<file path="src/hdl/kdetlv_pkg.sv">
// Shared types and constants for the key-data element search and extract block.
package kdetlv_pkg;

  // Smallest legal element length: OUI plus data type.
  localparam logic [7:0] MIN_LENGTH = 8'd4;

  // Index of the last header byte (type, length, three OUI bytes, data type).
  localparam logic [2:0] HDR_LAST = 3'd5;

  typedef enum logic [1:0] {
    PH_HEADER  = 2'd0,
    PH_SKIP    = 2'd1,
    PH_CAPTURE = 2'd2,
    PH_DONE    = 2'd3
  } phase_t;

  typedef enum logic [1:0] {
    REG_ELEMENT_TYPE     = 2'd0,
    REG_TARGET_OUI       = 2'd1,
    REG_TARGET_DATA_TYPE = 2'd2,
    REG_CAPTURE_SIZE     = 2'd3
  } reg_idx_t;

  typedef struct packed {
    logic [7:0]  element_type;
    logic [23:0] target_oui;
    logic [7:0]  target_data_type;
    logic [5:0]  capture_size;
  } cfg_t;

  typedef struct packed {
    logic       found;
    logic [7:0] payload_byte;
    logic [4:0] payload_index;
    logic       last_result;
  } result_t;

  // Write request from the parser into the result queue.
  typedef struct packed {
    logic    pending;   // a word sits in the parser input register
    logic    we;        // write entry into the queue
    logic    rollback;  // drop uncommitted entries, write at the commit point
    logic    commit;    // make everything written so far visible to the reader
    result_t entry;
  } wr_req_t;

endpackage

</file>
<file path="src/hdl/kdetlv_in_if.sv">
// Input channel: one key-data byte per word.
interface kdetlv_in_if;
  logic       valid;
  logic       ready;
  logic [7:0] data_byte;
  logic       last_byte;

  modport source (output valid, data_byte, last_byte, input ready);
  modport sink (input valid, data_byte, last_byte, output ready);
endinterface

</file>
<file path="src/hdl/kdetlv_out_if.sv">
// Output channel: one result (payload byte or not-found) per word.
interface kdetlv_out_if;
  logic       valid;
  logic       ready;
  logic       found;
  logic [7:0] payload_byte;
  logic [4:0] payload_index;
  logic       last_result;

  modport source (output valid, found, payload_byte, payload_index, last_result, input ready);
  modport sink (input valid, found, payload_byte, payload_index, last_result, output ready);
endinterface

</file>
<file path="src/hdl/kdetlv_core_top.sv">
// Top level of the key-data element search and payload extract block.
//
// Usage: key-data bytes arrive on rx, one byte per word, with last_byte set
// on the final byte of each buffer. Results leave on tx, one per word: either
// a captured payload byte (found set, payload_index counting from zero) or a
// single not-found word. last_result marks the final word of each answer.
// Configuration is written through cfg_we, cfg_index and cfg_data while the
// block is idle; registers are element type, OUI, data type, capture size.
//
// Throughput is one byte per cycle while rx.ready is high. A byte accepted
// sits in the input register, then updates the parse state and the result
// queue, and, if it completes an answer, its first result word goes on
// through the output register to tx. A captured payload is held uncommitted
// in the queue until its last byte arrives, then drains one word per cycle
// while tx is ready. The queue holds 2*MAX_CAPTURE words, rounded up to a
// power of two; rx.ready drops only when it is nearly full, which happens
// when tx stalls for long. Stalls on tx never lose or repeat words.
// Reset restores the configuration defaults and clears parse state and queue.
module kde_tlv_search_extract_core #(
  parameter int MAX_CAPTURE = 32
) (
  input  logic        clk,
  input  logic        rst,
  input  logic        cfg_we,
  input  logic [1:0]  cfg_index,
  input  logic [23:0] cfg_data,
  kdetlv_in_if.sink   rx,
  kdetlv_out_if.source tx
);
  import kdetlv_pkg::*;

  cfg_t    cfg;
  wr_req_t wr;
  logic    room;

  // Configuration registers; each write keeps only the register's own width.
  always_ff @(posedge clk) begin
    if (rst) begin
      cfg.element_type     <= 8'd221;
      cfg.target_oui       <= 24'd4012;
      cfg.target_data_type <= 8'd1;
      cfg.capture_size     <= 6'd1;
    end else if (cfg_we) begin
      unique case (cfg_index)
        REG_ELEMENT_TYPE:     cfg.element_type     <= cfg_data[7:0];
        REG_TARGET_OUI:       cfg.target_oui       <= cfg_data;
        REG_TARGET_DATA_TYPE: cfg.target_data_type <= cfg_data[7:0];
        REG_CAPTURE_SIZE:     cfg.capture_size     <= cfg_data[5:0];
        default: ;
      endcase
    end
  end

  // The parser walks element headers and feeds the result queue.
  kdetlv_parser #(.MAX_CAPTURE(MAX_CAPTURE)) u_parser (
    .clk  (clk),
    .rst  (rst),
    .cfg  (cfg),
    .room (room),
    .rx   (rx),
    .wr   (wr)
  );

  // The queue releases committed results to the output register.
  kdetlv_fifo #(.MAX_CAPTURE(MAX_CAPTURE)) u_fifo (
    .clk  (clk),
    .rst  (rst),
    .wr   (wr),
    .room (room),
    .tx   (tx)
  );

endmodule

</file>
<file path="src/hdl/kdetlv_parser.sv">
// Element parser: input register, header walk, skip and capture control.
module kdetlv_parser #(
  parameter int MAX_CAPTURE = 32
) (
  input  logic                clk,
  input  logic                rst,
  input  kdetlv_pkg::cfg_t    cfg,
  input  logic                room,
  kdetlv_in_if.sink           rx,
  output kdetlv_pkg::wr_req_t wr
);
  import kdetlv_pkg::*;

  localparam int CW = $clog2(MAX_CAPTURE + 1);
  localparam int SW = (CW > 6) ? CW : 6;

  // Input register.
  logic       stage_valid;
  logic [7:0] stage_byte;
  logic       stage_last;

  // Parse state.
  phase_t      phase, phase_next;
  logic [2:0]  header_count, header_count_next;
  logic        type_matched, type_matched_next;
  logic [7:0]  element_length, element_length_next;
  logic [23:0] oui_shift, oui_shift_next;
  logic [7:0]  skip_left, skip_left_next;
  logic [CW-1:0] capture_count, capture_count_next;
  logic        answered, answered_next;

  logic [SW-1:0] size_wide;
  logic [CW-1:0] size;
  logic [CW:0]   count_inc;
  logic [7:0]    skip_dec;

  assign rx.ready = room;

  always_ff @(posedge clk) begin
    if (rst) begin
      stage_valid <= 1'b0;
    end else begin
      stage_valid <= rx.valid && rx.ready;
    end
    if (rx.valid && rx.ready) begin
      stage_byte <= rx.data_byte;
      stage_last <= rx.last_byte;
    end
  end

  // Capture size of zero acts as one; above the store depth it saturates.
  assign size_wide = SW'(cfg.capture_size);
  always_comb begin
    if (size_wide == '0) begin
      size = CW'(1);
    end else if (size_wide > SW'(MAX_CAPTURE)) begin
      size = CW'(MAX_CAPTURE);
    end else begin
      size = CW'(size_wide);
    end
  end

  assign count_inc = {1'b0, capture_count} + (CW + 1)'(1);
  assign skip_dec  = (skip_left != '0) ? skip_left - 8'd1 : skip_left;

  always_comb begin
    phase_next          = phase;
    header_count_next   = header_count;
    type_matched_next   = type_matched;
    element_length_next = element_length;
    oui_shift_next      = oui_shift;
    skip_left_next      = skip_left;
    capture_count_next  = capture_count;
    answered_next       = answered;

    wr.pending  = stage_valid;
    wr.we       = 1'b0;
    wr.rollback = 1'b0;
    wr.commit   = 1'b0;
    wr.entry    = '0;

    if (stage_valid) begin
      unique case (phase)
        PH_HEADER: begin
          case (header_count) inside
            3'd0:             type_matched_next = (stage_byte == cfg.element_type);
            3'd1:             element_length_next = stage_byte;
            3'd2, 3'd3, 3'd4: oui_shift_next = {oui_shift[15:0], stage_byte};
            default: ;
          endcase
          if (header_count < HDR_LAST) begin
            header_count_next = header_count + 3'd1;
          end else begin
            header_count_next = '0;
            if (type_matched && (oui_shift == cfg.target_oui) &&
                (stage_byte == cfg.target_data_type)) begin
              phase_next         = PH_CAPTURE;
              capture_count_next = '0;
            end else if (element_length < MIN_LENGTH) begin
              // Malformed length answers the buffer at once with not-found.
              wr.we         = 1'b1;
              wr.commit     = 1'b1;
              wr.entry      = '{found: 1'b0, payload_byte: '0, payload_index: '0,
                                last_result: 1'b1};
              answered_next = 1'b1;
              phase_next    = PH_DONE;
            end else begin
              skip_left_next = element_length - MIN_LENGTH;
              phase_next = (element_length == MIN_LENGTH) ? PH_HEADER : PH_SKIP;
            end
            type_matched_next = 1'b0;
            oui_shift_next    = '0;
          end
        end
        PH_SKIP: begin
          skip_left_next = skip_dec;
          if (skip_dec == '0) begin
            phase_next = PH_HEADER;
          end
        end
        PH_CAPTURE: begin
          // Captured bytes go into the queue uncommitted until the last one lands.
          wr.we    = 1'b1;
          wr.entry = '{found: 1'b1, payload_byte: stage_byte,
                       payload_index: 5'(capture_count),
                       last_result: (count_inc == {1'b0, size})};
          capture_count_next = count_inc[CW-1:0];
          if (count_inc >= {1'b0, size}) begin
            wr.commit     = 1'b1;
            answered_next = 1'b1;
            phase_next    = PH_DONE;
          end
        end
        PH_DONE: ;
        default: ;
      endcase

      if (stage_last) begin
        if (!answered_next) begin
          // Unanswered buffer: discard any partial capture and report not-found.
          wr.we       = 1'b1;
          wr.rollback = 1'b1;
          wr.commit   = 1'b1;
          wr.entry    = '{found: 1'b0, payload_byte: '0, payload_index: '0,
                          last_result: 1'b1};
        end
        phase_next          = PH_HEADER;
        header_count_next   = '0;
        type_matched_next   = 1'b0;
        element_length_next = '0;
        oui_shift_next      = '0;
        skip_left_next      = '0;
        capture_count_next  = '0;
        answered_next       = 1'b0;
      end
    end
  end

  always_ff @(posedge clk) begin
    if (rst) begin
      phase          <= PH_HEADER;
      header_count   <= '0;
      type_matched   <= 1'b0;
      element_length <= '0;
      oui_shift      <= '0;
      skip_left      <= '0;
      capture_count  <= '0;
      answered       <= 1'b0;
    end else begin
      phase          <= phase_next;
      header_count   <= header_count_next;
      type_matched   <= type_matched_next;
      element_length <= element_length_next;
      oui_shift      <= oui_shift_next;
      skip_left      <= skip_left_next;
      capture_count  <= capture_count_next;
      answered       <= answered_next;
    end
  end

endmodule

</file>
<file path="src/hdl/kdetlv_fifo.sv">
// Result queue with speculative write, commit and rollback, plus output register.
module kdetlv_fifo #(
  parameter int MAX_CAPTURE = 32
) (
  input  logic                clk,
  input  logic                rst,
  input  kdetlv_pkg::wr_req_t wr,
  output logic                room,
  kdetlv_out_if.source        tx
);
  import kdetlv_pkg::*;

  localparam int AW    = $clog2(2 * MAX_CAPTURE);
  localparam int DEPTH = 1 << AW;

  result_t mem [DEPTH];

  logic [AW:0] spec_ptr, commit_ptr, rd_ptr;
  logic [AW:0] wr_addr, spec_after;
  logic [AW:0] occupancy;
  logic [AW+1:0] demand;
  logic        pop;
  logic        out_valid;
  result_t     out_word;

  assign wr_addr    = wr.rollback ? commit_ptr : spec_ptr;
  assign spec_after = wr.we ? wr_addr + (AW + 1)'(1) : spec_ptr;
  assign occupancy  = spec_ptr - rd_ptr;
  // Leave space for the word in the parser input register and the next one.
  assign demand     = {1'b0, occupancy} + (AW + 2)'(wr.pending);
  assign room       = demand < (AW + 2)'(DEPTH);
  assign pop        = (!out_valid || tx.ready) && (commit_ptr != rd_ptr);

  always_ff @(posedge clk) begin
    if (wr.we) begin
      mem[wr_addr[AW-1:0]] <= wr.entry;
    end
    if (pop) begin
      out_word <= mem[rd_ptr[AW-1:0]];
    end
  end

  always_ff @(posedge clk) begin
    if (rst) begin
      spec_ptr   <= '0;
      commit_ptr <= '0;
      rd_ptr     <= '0;
      out_valid  <= 1'b0;
    end else begin
      spec_ptr <= spec_after;
      if (wr.commit) begin
        commit_ptr <= spec_after;
      end
      if (pop) begin
        rd_ptr    <= rd_ptr + (AW + 1)'(1);
        out_valid <= 1'b1;
      end else if (tx.ready) begin
        out_valid <= 1'b0;
      end
    end
  end

  assign tx.valid         = out_valid;
  assign tx.found         = out_word.found;
  assign tx.payload_byte  = out_word.payload_byte;
  assign tx.payload_index = out_word.payload_index;
  assign tx.last_result   = out_word.last_result;

`ifndef SYNTH
  a_occ_bound: assert property (@(posedge clk) disable iff (rst)
    occupancy <= (AW + 1)'(DEPTH))
    else $error("result queue overfilled");

  a_commit_inside: assert property (@(posedge clk) disable iff (rst)
    (commit_ptr - rd_ptr) <= occupancy)
    else $error("commit point outside written entries");

  a_commit_catches_up: assert property (@(posedge clk) disable iff (rst)
    wr.commit |=> commit_ptr == spec_ptr)
    else $error("commit did not cover all written entries");

  a_no_write_when_full: assert property (@(posedge clk) disable iff (rst)
    (wr.we && !wr.rollback) |-> occupancy < (AW + 1)'(DEPTH))
    else $error("write into full result queue");
`endif

endmodule
</file>
<file path="src/flat_wrapper.sv">
// flat-port wrapper written by rule: the top's interface ports become plain ports
module kde_tlv_search_extract_core_flat import kdetlv_pkg::*;
#(
  parameter int MAX_CAPTURE = 32
)
  (clk, rst, cfg_we, cfg_index, cfg_data, rx_valid, rx_data_byte, rx_last_byte, rx_ready, tx_valid, tx_found, tx_payload_byte, tx_payload_index, tx_last_result, tx_ready);
  kdetlv_in_if rx_i ();
  kdetlv_out_if tx_i ();
  input  logic clk;
  input  logic rst;
  input  logic cfg_we;
  input  logic [1:0] cfg_index;
  input  logic [23:0] cfg_data;
  input wire logic [$bits(rx_i.valid)-1:0] rx_valid;
  input wire logic [$bits(rx_i.data_byte)-1:0] rx_data_byte;
  input wire logic [$bits(rx_i.last_byte)-1:0] rx_last_byte;
  output wire logic [$bits(rx_i.ready)-1:0] rx_ready;
  output wire logic [$bits(tx_i.valid)-1:0] tx_valid;
  output wire logic [$bits(tx_i.found)-1:0] tx_found;
  output wire logic [$bits(tx_i.payload_byte)-1:0] tx_payload_byte;
  output wire logic [$bits(tx_i.payload_index)-1:0] tx_payload_index;
  output wire logic [$bits(tx_i.last_result)-1:0] tx_last_result;
  input wire logic [$bits(tx_i.ready)-1:0] tx_ready;
  assign rx_i.valid = rx_valid;
  assign rx_i.data_byte = rx_data_byte;
  assign rx_i.last_byte = rx_last_byte;
  assign rx_ready = rx_i.ready;
  assign tx_valid = tx_i.valid;
  assign tx_found = tx_i.found;
  assign tx_payload_byte = tx_i.payload_byte;
  assign tx_payload_index = tx_i.payload_index;
  assign tx_last_result = tx_i.last_result;
  assign tx_i.ready = tx_ready;
  kde_tlv_search_extract_core #(.MAX_CAPTURE(MAX_CAPTURE)) u_core (.clk(clk), .rst(rst), .cfg_we(cfg_we), .cfg_index(cfg_index), .cfg_data(cfg_data), .rx(rx_i), .tx(tx_i));
endmodule
</file>
<file path="config.mk">
export PLATFORM = sky130hd
export DESIGN_NAME = kde_tlv_search_extract_core_flat
export DESIGN_NICKNAME = d
export VERILOG_FILES = /design/src/hdl/kdetlv_pkg.sv /design/src/hdl/kdetlv_in_if.sv /design/src/hdl/kdetlv_out_if.sv /design/src/hdl/kdetlv_core_top.sv /design/src/hdl/kdetlv_parser.sv /design/src/hdl/kdetlv_fifo.sv /design/src/flat_wrapper.sv
export SDC_FILE = /design/constraint.sdc
export NUM_CORES = 1
export LEC_CHECK = 0
export BUFFER_PORTS_ARGS = -buffer_cell sky130_fd_sc_hd__buf_2
export CORE_MARGIN = 8
export CORE_UTILIZATION = 60
export DETAILED_ROUTE_END_ITERATION = 12
export PLACE_DENSITY = 0.76
export SLEW_MARGIN = 5
export SYNTH_ARGS = -nofsm -noshare
export SYNTH_HDL_FRONTEND = slang
export SYNTH_SLANG_ARGS = --single-unit
</file>
<file path="constraint.sdc">
create_clock -name clk -period 9.7 [get_ports clk]
set_input_delay 1.94 -clock clk [delete_from_list [all_inputs] [get_ports clk]]
set_output_delay 1.94 -clock clk [all_outputs]
set_load 0.005 [all_outputs]
</file>
==> flow_summary.yaml, run 1 <==
synthesis:
  synth_nets: 2420
  async_flop_share_pct: 0
  synth_most_common_cell: "edfxtp_1"
  seq_area_frac_synth_pct: 71.92
  syn_avg_cell_area_um2: 18.91
  synthTopCellsByCount: "edfxtp_1, mux4_2, nand2_1"
  synth_warnings: 0
  synth_cell_type_count: 74
  syn-cell-area_um2: 44480
  yosys.area.top_type: "edfxtp_1"
  synthCells: 2352
  ys.flop_type: "edfxtp_1"
  synth.top_cell.area_share_pct: 66.43
  synthTopCellsByArea: "edfxtp_1, mux4_2, dfxtp_1"
  ys_ff_latch: 1106
  synth-edff-count: 984
place:
  dp.cells: 3334
  portBuffers: 56
  gp_congestion: 0.8667
  dp_hpwl_um: 58930
clock_network:
  clk_latency_ns: 0.67
  path_clk_slew_ns: 0.06
  cts_resized: 0
  h-tree-depth: 3
  cts.sink_count: 1106
  cts_hold_buf: 0
  cts_made_buffers: 109
  post_cts_buffers: 0
  cts_tree: "done"
  clockBufferDepth: 3
  root_buffer: "clkbuf_16"
cells_and_area:
  seqCellArea_um2: 32000
  fin_cells: 3541
  multi_input_area_um2: 11870
  drive_above_1_share_pct: 26.09
  syn_to_final_growth_pct: 11.71
  n_fill_cell: 4586
  nets: 2544
worst_setup_path:
  crit_chain: "ha_1 -> inv_1 -> fa_1 -> a21o_1 -> a21oi_1 -> o21bai_1 -> a21oi_1 -> xnor2_1 -> a41oi_1 -> buf_2"
  worst_path_largest_cell_delay_ns: 0.81
  worst-path-buf-inv: 2
  cp_slowest_cell: "dfxtp_4"
  cp_max_fo: 36
  path_delay_family: "compound AO/OA/AOI/OAI gates"
  endpoint_kind: "output pin"
  cp_data_required_time_ns: 7.76
  crit_arrival_ns: 3.55
  critical_path_class: "reg2out"
  startpoint_type: "flip-flop"
  crit_top_cell: "a21oi_1"
sta:
  rsz0062_at_grt: "false"
  finalCritPeriodShare_pct: 56.62
  hold_violations: 0
  maxSlewHeadroom_pct: 10.01
  skew_ns: 0.03712
  setup_viol: 0
  fin_crit_ns: 5.492
  worst_slew_pin_slew_ns: 1.350
  max_freq_mhz: 182.1
  slew_viol_final: 0
  setup_tns_ns: 0
grt:
  grt-ovfl-total: 0
  antenna_found_initial: 11
  grt_max_degree: 161
  track_usage_pct: 25.61
  grt_pass1_vias: 24000
  grt_pass1_wl_um: 155200
drt:
  drt_iter0_drc: 2751
  route.detailed.drc: 0
  wl_per_cell_um: 29.82
  vias: 23280
  routed_wl_um: 105600
  via_per_inst: 6.574
  dr.pass1.iters: 6
  ant_nets: 0
run_status:
  run_status: "finished, final reports clean"
floorplan:
  num_io_pins: 57
  initial_core_util_pct: 60.15
  std_cell_rows: 100
  die_h_um: 288.3
  die-width_um: 288.3
  core_area_um2: 73950
  die-area_um2: 83100
power:
  powerDensity_nw_per_um2: 224.3
  peakVddDrop_mv: 0.1810
  leakagePower_nw: 13.82
  report.power.total_mw: 11.14
worst_hold_path:
  min_path_type: "reg2reg"
run:
  cap_violations: 0
stage by stage:
stage | hold slack [ns] | setup slack, ns | util, % | area [µm²]
after global placement | 0.4545 | 4.892 | 62.43 | 46170
after CTS | 0.4705 | 4.147 | 67.17 | 49670
after floorplan | 0.4362 | 5.016 | - | 44480
after detailed placement | 0.4627 | 4.624 | 62.43 | 46170
after global routing | 0.4885 | 3.967 | 67.18 | 49680
final | 0.4658 | 4.208 | 67.19 | 49690
sequential cells by signal, indices dropped and copies added, names as in the netlist, 2 cells and up:
signal	cells
u_core.cfg	46
u_core.u_fifo.spec_ptr	7
u_core.u_parser.element_length	8
u_core.u_fifo.mem	960
u_core.u_fifo.tx.payload_index	5
u_core.u_parser.header_count	3
u_core.u_fifo.tx.payload_byte	8
u_core.u_parser.stage_byte	8
u_core.u_parser.capture_count	6
u_core.u_parser.skip_left	8
u_core.u_parser.phase	2
u_core.u_fifo.rd_ptr	7
u_core.u_parser.oui_shift	24
u_core.u_fifo.commit_ptr	7
power breakdown:
group          switching, mW  total [mW]  internal, mW
combinational          0.896        1.59         0.695
sequential             0.141        5.41          5.27
clock                   1.78        4.14          2.37
cell families (layout without fill, tap and decap cells):
group	after synthesis	in the layout	share of synthesized area (%)
AO/OA/AOI/OAI	194	194	2.864
XOR/XNOR	73	73	1.437
adder cells (fa/ha/maj)	28	28	0.8045
buffers and inverters	163	379	1.491
flip-flops	1106	1106	71.92
multiplexers	337	337	16.51
other	0	4	0
AND/OR/NAND/NOR	451	451	4.968
layout make-up:
type | count | area share, %
flip-flops and latches | 1106 | 64.41
multi-input cells | 1083 | 23.89
clock buffers | 130 | 5.754
well taps | 969 | 2.440
repair buffers | 144 | 1.949
clock inverters | 73 | 1.294
inverters | 32 | 0.2468
diodes | 4 | 0.02015
path summary, 6_finish.rpt:
kind,from,to,slack (ns),depth (start not counted)
max reg2reg,u_core.u_parser.capture_count[0]$_SDFFE_PP0P_,u_core.u_fifo.mem[54][8]$_DFFE_PP_,4.59,13
min,u_core.u_parser.oui_shift[17]$_SDFFE_PP0P_,u_core.u_parser.oui_shift[17]$_SDFFE_PP0P_,0.47,2
max,u_core.u_fifo.rd_ptr[0]$_SDFFE_PP0P_,rx_ready,4.21,10
min reg2reg,u_core.u_parser.oui_shift[17]$_SDFFE_PP0P_,u_core.u_parser.oui_shift[17]$_SDFFE_PP0P_,0.47,2
cell usage in the layout, fill, tap and decap left out, types with 14 or more instances in the layout:
cell       instances
a21oi_1           90
buf_2             55
buf_4             87
clkbuf_1          18
clkbuf_16        111
clkinv_1          27
clkinv_2          24
dfxtp_1          119
edfxtp_1         984
ha_1              27
inv_1             30
mux2i_1           16
mux4_2           315
nand2_1          143
nand3_1           44
nand4_1           14
nor2_1           121
nor2b_1           16
nor4_1            15
o21ai_0           32
or3_1             14
xnor2_1           33
xor2_1            40
worst reg2reg max path, stage by stage, from the launching register on:
cell and delay (ns):
dfxtp_1 0.43, ha_1 0.27, and3_4 0.24, xor2_1 0.17, ha_1 0.27, nand3_1 0.14, inv_1 0.09, a2111oi_4 0.45
o21a_1 0.27, o211a_1 0.75, and3_1 0.35, o211ai_1 0.41, nor2_1 0.66, buf_4 0.31
per-layer routing:
| layer | share of wire (%) | GRT usage (%) | wire length (µm) | up-vias |
|---|---|---|---|---|
| li1 | - | - | - | 9755 |
| met3 | 9.2 | 5.836 | 9748 | 204 |
| met4 | 3.3 | 9.301 | 3434 | 10 |
| met5 | 0.066 | 0 | 70 | - |
| met2 | 51 | 43.00 | 53420 | 1240 |
| met1 | 37 | 32.93 | 38920 | 12070 |
(Power assumes the default switching activity.)
==> run 2, diff against run 1 <==
- ABC_AREA: unset -> 1
- clock period: 9.7 -> 5.29 ns (I/O delays scaled with it)
==> run 2 against run 1 <==
  * Hold slack improved by 0.0045 ns
  * Via count up 34%
  * Clock-buffer cell count unchanged
  * Combinational power rose to 3.1 times the previous value
  * Critical path depth is 7 higher
  * Register-to-register slack worse by 4.0 ns
  * Utilization hardly changed
  * Sequential cell count stayed put
  * Die area increased by 0.48%
  * Clock skew up 0.0052 ns
  * Routed wire length is 14% higher
==> flow_summary.yaml, run 2 <==
place:
  portBuffers: 56
  dpl_cell_area_um2: 46320
  pre_cts_slack_ns: 0.7934
  dp_hpwl_um: 71650
  gp_congestion: 0.9291
synthesis:
  synthCells: 3715
  yosys.area.top_type: "edfxtp_1"
  async_flop_share_pct: 0
  synth_cell_type_count: 49
  seq_area_frac_synth_pct: 71.56
  synthTopCellsByCount: "edfxtp_1, nor2_1, o21ai_0"
  synthSimpleGateAreaFrac_pct: 10.50
  synth.top_cell.area_share_pct: 66.10
  synth_xor_area_share_pct: 0.6269
  synth_fa_ha_area_share_pct: 0.8005
  synthTopCellsByArea: "edfxtp_1, o21ai_0, dfxtp_1"
  syn-cell-area_um2: 44700
  syn_avg_cell_area_um2: 12.03
  synth-edff-count: 984
  synth_top_family_by_area: "compound AO/OA/AOI/OAI gates"
  synthMuxAreaShare_pct: 0
  synth_nets: 3783
  synth_warnings: 0
  synth_most_common_cell: "edfxtp_1"
  synth-compound-area-share_pct: 13.27
  ys_ff_latch: 1106
  ys.flop_type: "edfxtp_1"
sta:
  fin_hold_ws_ns: 0.4702
  fin_ws_ns: 0.5686
  slew_viol_final: 0
  hold_violations: 0
  setup_viol: 0
  fin_crit_ns: 4.721
  finalCritPeriodShare_pct: 89.25
  max_freq_mhz: 211.8
  worst_slew_pin_slew_ns: 1.142
  setup_tns_ns: 0
  maxSlewHeadroom_pct: 23.88
  skew_ns: 0.04228
  rsz0062_at_grt: "false"
worst_setup_path:
  cp_data_required_time_ns: 5.65
  crit_arrival_ns: 5.09
  startpoint_type: "flip-flop"
  endpoint_kind: "flip-flop"
  cp_max_fo: 15
  critical_path_class: "reg2reg"
power:
  powerDensity_nw_per_um2: 448.0
  leakagePower_nw: 18.15
  peakVddDrop_mv: 0.3458
  report.power.total_mw: 22.30
floorplan:
  core_area_um2: 74070
  initial_core_util_pct: 60.35
  die-area_um2: 83500
  std_cell_rows: 100
  die-width_um: 289.0
  num_io_pins: 57
  die_h_um: 289.0
clock_network:
  cts_tree: "done"
  cts.sink_count: 1106
  root_buffer: "clkbuf_16"
  clk_latency_ns: 0.68
  cts_made_buffers: 107
  cts_hold_buf: 0
  post_cts_buffers: 0
  path_clk_slew_ns: 0.06
  clockBufferDepth: 3
  h-tree-depth: 3
  cts_resized: 0
grt:
  antenna_found_initial: 6
  track_usage_pct: 28.37
  grt-ovfl-total: 0
  grt_pass1_vias: 29640
  grt_pass1_wl_um: 179200
  grt_max_degree: 244
drt:
  via_per_inst: 6.460
  drt_iter0_drc: 5245
  routed_wl_um: 120600
  vias: 31200
  wl_per_cell_um: 24.97
  top_layer: "met5"
  met3_wirelength_um: 14470
  met2RoutedLength_um: 55600
  ant_nets: 0
  dr.pass1.iters: 8
  route.detailed.drc: 0
  wl_met1_um: 45130
cells_and_area:
  stdcell_area_um2: 49770
  largest_reg_flops: 960
  mostFrequentLayoutCells: "edfxtp_1, nor2_1, o21ai_0, nand2_1, o22ai_1"
  drive_above_1_share_pct: 9.868
  nets: 3838
  syn_to_final_growth_pct: 11.34
  diodes: 0
  final_common_cell: "edfxtp_1"
  n_fill_cell: 5193
run_status:
  run_status: "finished, final reports clean"
run:
  cap_violations: 0
worst_hold_path:
  min_path_type: "reg2reg"
==> run 2: changes by cell type in the layout (fill, tap and decap cells not counted), moves of 23 or more <==
cell      change
nand3_1      +98
nand2_1     +167
nor2_1      +509
o211ai_1     +36
o21ai_0     +526
xor2_1       -23
inv_1        +92
buf_4        +35
o221ai_1     +97
mux4_2      -315
o22ai_1     +145
==> run 2: layout make-up <==
type	count	area [µm²]	area share, %
Clock buffer	130	2815	5.656
Clock inverter	70	636.9	1.280
Inverter	146	570.5	1.146
Multi-Input combinational cell	2228	11280	22.66
Sequential cell	1106	32000	64.30
Tap cell	969	1212	2.436
Timing Repair Buffer	181	1256	2.524
==> run 2: final timing paths <==
| check | from | cells after the start | to | slack, ns |
|---|---|---|---|---|
| worst max-delay path | u_core.u_parser.capture_count[0]$_SDFFE_PP0P_ | 17 | u_core.u_fifo.mem[23][10]$_DFFE_PP_ | 0.57 |
| worst min-delay path | u_core.cfg[29]$_SDFFE_PP0P_ | 2 | u_core.cfg[29]$_SDFFE_PP0P_ | 0.47 |
| worst max register to register | u_core.u_parser.capture_count[0]$_SDFFE_PP0P_ | 17 | u_core.u_fifo.mem[23][10]$_DFFE_PP_ | 0.57 |
| worst min register to register | u_core.cfg[29]$_SDFFE_PP0P_ | 2 | u_core.cfg[29]$_SDFFE_PP0P_ | 0.47 |
==> run 2: per-layer routing <==
metal	vias to the layer above	GRT usage, %
met5	-	0
met4	4	12.01
met3	336	6.359
met2	2100	44.06
met1	15010	38.78
li1	13750	-
==> run 2: power by group <==
| group | switching (mW) | internal (mW) | leakage, nW |
|---|---|---|---|
| clock network | 3.27 | 4.23 | 1.67 |
| registers | 0.203 | 9.63 | 11.2 |
| logic | 3.55 | 1.42 | 5.24 |
==> run 2: cells by family after synthesis <==
kind of cell / after synthesis
xor gates and xnor gates: 32
DFF: 1106
adders and majority gates: 28
buffers and inverters: 381
and+or+nand+nor: 1150
AOI/OAI and AO/OA: 1018
==> run 2: worst max-delay path: stages (launching register included) <==
cell      delay, ns
dfxtp_1        0.44
nand3_1        0.15
nand3b_1       0.21
xor2_1         0.21
ha_1           0.30
a21oi_1        0.16
o211ai_1       0.11
a21oi_1        0.15
nand2_1        0.10
nand2_2        0.14
nand4_2        0.35
nand3_1        0.24
nand2_1        0.28
clkinv_1       0.28
nand3_1        0.46
buf_4          0.35
nor2_1         0.17
buf_4          0.29
==> run 2: per-stage QoR <==
| stage | util, % | std cells |
|---|---|---|
| 3_3_place_gp | 62.54 | 4630 |
| 3_5_place_dp | 62.54 | 4630 |
| 4_1_cts | 67.20 | 4830 |
| 6_report | 67.20 | 4830 |
| 2_1_floorplan | - | 3715 |
| 5_1_grt | 67.20 | 4830 |
